[config.mk]
export PLATFORM = sky130hd
export DESIGN_NAME = cau_front
export DESIGN_NICKNAME = d
export VERILOG_FILES = /design/src/design/cau_pkg.sv /design/src/design/cau_front.sv /design/src/design/cau_fifo.sv
export SDC_FILE = /design/constraint.sdc
export NUM_CORES = 1
export LEC_CHECK = 0
export BUFFER_PORTS_ARGS = -buffer_cell sky130_fd_sc_hd__buf_2
export CORE_AREA = 4 4 191 193
export CTS_CLUSTER_SIZE = 40
export DETAILED_ROUTE_END_ITERATION = 7
export DIE_AREA = 0 0 195 197
export PLACE_DENSITY = 0.86
export SKIP_LAST_GASP = 1
export SLEW_MARGIN = 20
export SYNTH_ARGS = -nofsm -noshare
export SYNTH_HDL_FRONTEND = slang
export SYNTH_HIERARCHICAL = 1
export SYNTH_SLANG_ARGS = --single-unit
[constraint.sdc]
create_clock -name clk -period 5.5 [get_ports clk]
set_input_delay 0.825 -clock clk [delete_from_list [all_inputs] [get_ports clk]]
set_output_delay 0.825 -clock clk [all_outputs]
set_load 0.05 [all_outputs]
[src/design/cau_pkg.sv]
// Shared types and constants for the complex arithmetic unit.
`default_nettype none
package cau_pkg;

  // Default operand format
  localparam int DATA_WIDTH_DEF = 32;
  localparam int FRAC_BITS_DEF  = 16;

  // Port widths fixed by the stream format
  localparam int PORT_W  = 32;
  localparam int KIND_W  = 3;
  localparam int STAT_W  = 2;

  // Depth of the queue between front and back
  localparam int Q_DEPTH = 4;

  // Operation kinds, coded as on the input tuser
  typedef enum logic [KIND_W-1:0] {
    OP_ADD  = 3'd0,
    OP_SUB  = 3'd1,
    OP_MUL  = 3'd2,
    OP_DIV  = 3'd3,
    OP_NEG  = 3'd4,
    OP_CONJ = 3'd5,
    OP_MAG  = 3'd6,
    OP_NOP  = 3'd7
  } op_t;

  // Result status codes
  typedef enum logic [STAT_W-1:0] {
    ST_OK  = 2'd0,
    ST_SAT = 2'd1,
    ST_DZ  = 2'd2,
    ST_RSV = 2'd3
  } status_t;

  // Iterative divide / square root unit states
  typedef enum logic [1:0] {
    IT_IDLE,
    IT_RUN,
    IT_DONE
  } it_state_t;

endpackage
`default_nettype wire

[src/design/cau_front.sv]
// Front end: accepts input beats, decodes the kind and flags a zero divisor.
`default_nettype none
module cau_front
  import cau_pkg::*;
#(
  parameter int DATA_WIDTH = DATA_WIDTH_DEF,
  parameter int PW         = KIND_W + 1 + 4 * DATA_WIDTH
) (
  input  wire logic                  clk,
  input  wire logic                  rst_n,
  input  wire logic                  in_tvalid,
  output      logic                  in_tready,
  input  wire logic [4*PORT_W-1:0]   in_tdata,
  input  wire logic [KIND_W-1:0]     in_tuser,
  output      logic                  q_valid,
  input  wire logic                  q_ready,
  output      logic [PW-1:0]         q_data
);

  logic [DATA_WIDTH-1:0] a_re, a_im, b_re, b_im;
  op_t                   op;
  logic                  dz;

  // Take the low operand bits of each field
  assign a_re = in_tdata[0*PORT_W +: DATA_WIDTH];
  assign a_im = in_tdata[1*PORT_W +: DATA_WIDTH];
  assign b_re = in_tdata[2*PORT_W +: DATA_WIDTH];
  assign b_im = in_tdata[3*PORT_W +: DATA_WIDTH];

  // Decode kind and spot a zero divisor
  always_comb begin
    op = op_t'(in_tuser);
    dz = (op == OP_DIV) && (b_re == '0) && (b_im == '0);
  end

  // Queue between front and back
  logic [PW-1:0] push_data;
  assign push_data = {b_im, b_re, a_im, a_re, dz, op};

  cau_fifo #(.WIDTH(PW)) u_fifo (
    .clk       (clk),
    .rst_n     (rst_n),
    .wr_valid  (in_tvalid),
    .wr_ready  (in_tready),
    .wr_data   (push_data),
    .rd_valid  (q_valid),
    .rd_ready  (q_ready),
    .rd_data   (q_data)
  );

endmodule
`default_nettype wire

[src/design/cau_fifo.sv]
// Small register queue that decouples the front from the back.
`default_nettype none
module cau_fifo
  import cau_pkg::*;
#(
  parameter int WIDTH = 8
) (
  input  wire logic             clk,
  input  wire logic             rst_n,
  input  wire logic             wr_valid,
  output      logic             wr_ready,
  input  wire logic [WIDTH-1:0] wr_data,
  output      logic             rd_valid,
  input  wire logic             rd_ready,
  output      logic [WIDTH-1:0] rd_data
);

  localparam int PTR_W = $clog2(Q_DEPTH);
  localparam int CNT_W = PTR_W + 1;

  logic [WIDTH-1:0] mem_r [Q_DEPTH];
  logic [PTR_W-1:0] wp_r, wp_nxt, rp_r, rp_nxt;
  logic [CNT_W-1:0] cnt_r, cnt_nxt;
  logic             wr_en, rd_en;

  assign wr_ready = (cnt_r != CNT_W'(Q_DEPTH));
  assign rd_valid = (cnt_r != '0);
  assign rd_data  = mem_r[rp_r];
  assign wr_en    = wr_valid && wr_ready;
  assign rd_en    = rd_valid && rd_ready;

  // Advance pointers and fill count
  always_comb begin
    wp_nxt  = wr_en ? wp_r + PTR_W'(1) : wp_r;
    rp_nxt  = rd_en ? rp_r + PTR_W'(1) : rp_r;
    cnt_nxt = cnt_r + CNT_W'(wr_en) - CNT_W'(rd_en);
  end

  always_ff @(posedge clk) begin
    if (!rst_n) begin
      wp_r  <= '0;
      rp_r  <= '0;
      cnt_r <= '0;
    end else begin
      wp_r  <= wp_nxt;
      rp_r  <= rp_nxt;
      cnt_r <= cnt_nxt;
    end
  end

  // Store beat payload
  always_ff @(posedge clk) begin
    if (wr_en) begin
      mem_r[wp_r] <= wr_data;
    end
  end

endmodule
`default_nettype wire

==> run summary <==
status = finished, final reports clean
average wire per cell in the routed design = 24.7 um
die outline height = 197 um
Worst EP arrival = 2.67 ns
total of buffers placed on input and output ports = 268
unrepaired setup endpoints after global routing = false
post-synthesis to final-layout area growth = 17.8%
number of maximum-capacitance violations = 0
Core Box Area = 34500 um2
type of the worst setup path = register to output port
share of the cycle needed by the critical path after routing = 63.6%
CTS H-tree lvls = 2
gpl congestion = 0.737
pin count of the biggest net entering global routing = 78
power density of the placed cells = 520 nW/um2
Die Footprint = 38400 um2
number of gates resized after CTS = 0
max-slew violation count = 0
length in cells of the worst reg-to-reg path = 4
origin of the critical flop-to-flop path = u_fifo/cnt_r[1]$_SDFF_PN0_
fraction of post-synthesis cell area in the top cell type by area = 80.7%
Worst Setup Start Kind = register
required time of the worst setup path = 4.68 ns
utilization after layout = 67.0%
number of endpoints with negative hold slack in the final report = 0
crit path setup slack, layout = 2.00 ns
via count of the first global-routing pass = 9775
Max rail drop VDD = 0.469 mV
CTS Sinks = 537
layout cell share with drive strength beyond 1 = 44.5%
number of instances in the synthesized netlist = 761
clock-pin transition on the worst setup and hold timing paths = 0.06 ns
Max Fclk = 286 MHz
clock tree from TritonCTS = done
WHS Path Cells = 1
number of DRC violations after detailed routing = 0
commonest cells after routing, fill and taps aside = edfxtp_1 (528), buf_2 (268), mux4_2 (132), clkbuf_16 (53), nor4_1 (14)
Max Root-Sink Buffers = 3
global-route wire length before repair = 59100 um
Synth Warn # = 6
GRT Overall Usage = 20.2%
final non-filler cell total = 1565
Lkg Pwr = 7.67 nW
number of hold buffers added after CTS = 0
vias per cell = 5.77
number of vias in the routed layout = 9023
cell area after placement = 21500 um2
antenna violations before repair = 16
count of buffers added by post-CTS timing repair for setup = 0
library cell with the largest summed area after synthesis = edfxtp_1
final routed wirelength across all metal layers = 38600 um
most frequent standard cell in the layout excluding fill and tap cells = edfxtp_1
Setup violations, final = 0
sequential area share after synthesis = 81.6%
clock buffer count from CTS = 52
flop2flop setup slack = 2.59 ns
number of placement rows = 68
type of the tightest min-delay check = input port to register
Worst Skew = 0.0187 ns
largest cells by area after synthesis = edfxtp_1 (81%), mux4_2 (15%), dfxtp_1 (0.92%), buf_6 (0.57%), nor4_1 (0.45%)
pin slew with the least headroom to its limit = 0.935 ns
Post-Layout Inst Area = 23200 um2
dpl cells = 1464
Net count, final = 1205
later-pin clock latency in the skew report = 0.56 ns
number of detailed-routing iterations run before antenna repair = 6
worst slew margin relative to its limit = 37.6%
average cell area after synthesis = 25.8 um2
Root Driver = clkbuf_16
number of antenna-violating nets in the routed design = 0
number of placed I/O pins = 269
synthesis-stage register bit count = 537
synthesized net count = 903
RR Endpoint = u_fifo/mem_r[2][18]$_DFFE_PP_
worst min-delay path endpoint = u_fifo/mem_r[3][42]$_DFFE_PP_
setup slack after placement = 2.25 ns
distinct cell type count of the synthesized netlist = 26
Worst Setup End Kind = output port
CP Max Fanout = 54
number of DRC markers after the initial detailed-route iteration = 631
final critical path time including I/O delays and setup = 3.50 ns
summed negative setup slack over all endpoints = 0 ns
netlist area before placement = 19700 um2
HPWL after detailed placement = 23200 um
grt ovf = 0
horizontal die dimension = 195 um
start point of the worst hold path = in_tdata[38]
Starting Density = 56.9%
[where the power goes]
group	internal, mW	switching, mW	leakage [nW]	total, mW
clock network	1.92	1.43	0.780	3.35
logic	1.06	2.49	1.97	3.56
registers	4.96	0.178	4.91	5.14
total	7.94	4.11	7.67	12.0
[how the worst max path moves through the flow]
stage / from / endpoint / slack (ns)
floorplan: in_tvalid / u_fifo/mem_r[0][0]$_DFFE_PP_ / 0.70
global placement: in_tvalid / u_fifo/mem_r[0][20]$_DFFE_PP_ / 2.33
detailed placement: in_tvalid / u_fifo/mem_r[1][58]$_DFFE_PP_ / 2.25
CTS: register / q_data[108] / 1.93
global route: register / q_data[131] / 1.81
finish: register / q_data[108] / 2.00
[cell usage after synthesis]
| cell | number |
|---|---|
| edfxtp_1 | 528 |
| nor4_2 | 1 |
| nor3_1 | 1 |
| mux4_2 | 132 |
| or3_1 | 1 |
| inv_1 | 5 |
| ha_1 | 6 |
| nand4_1 | 2 |
| nor4b_1 | 2 |
| fa_1 | 1 |
| buf_2 | 15 |
| nor2_1 | 1 |
| xnor2_1 | 4 |
| a21boi_1 | 1 |
| nand3_1 | 2 |
| clkbuf_1 | 6 |
| dfxtp_1 | 9 |
| buf_6 | 10 |
| o311ai_0 | 1 |
| and4_1 | 1 |
| and2_1 | 7 |
| nor2b_1 | 3 |
| mux2i_1 | 2 |
| nand2_1 | 5 |
| o31a_1 | 1 |
| nor4_1 | 14 |
[layer usage]
metal  GRT usage [%]  up-vias  part of all wire, %
li1                -     3904                    -
met3            6.56       73                  8.9
met4            4.65       24                  1.8
met1            27.9     4664                   39
met5               0        -                 0.36
met2            32.3      358                   50
[final cells by class]
type	instances	area, um2
inverters	5	18.8
flip-flops and latches	537	16000
fillers	2209	11400
clock inverters	32	260
diodes	5	12.5
multi-input cells	188	3400
repair buffers	279	1490
well taps	455	569
clock buffers	64	1370
[flip-flops by register name (all words and copies together) (netlist names), named ones only]
signal	cells
u_fifo/mem_r	528
u_fifo/cnt_r	3
u_fifo/rp_r	2
u_fifo/wp_r	2
[critical path: stages (launching register included)]
cell and delay [ns]:
dfxtp_4 0.88, buf_4 0.54, mux4_2 0.42, buf_2 0.24
[through the flow]
stage	power [mW]	hold slack, ns
2_1_floorplan	8.02	0.468
4_1_cts	12.2	0.448
3_5_place_dp	8.82	0.495
6_report	12.0	0.477
3_3_place_gp	8.78	0.480
5_1_grt	12.5	0.458
[cell families after synthesis]
family / after synthesis / share of synthesized area [%]
flops: 537 / 81.6
mux: 134 / 15.2
simple gates: 40 / 1.25
buf+inv: 36 / 1.16
fa+ha+maj: 7 / 0.484
xor+xnor: 4 / 0.178
compound gates: 3 / 0.127
Power figures use the tool's default switching activity.
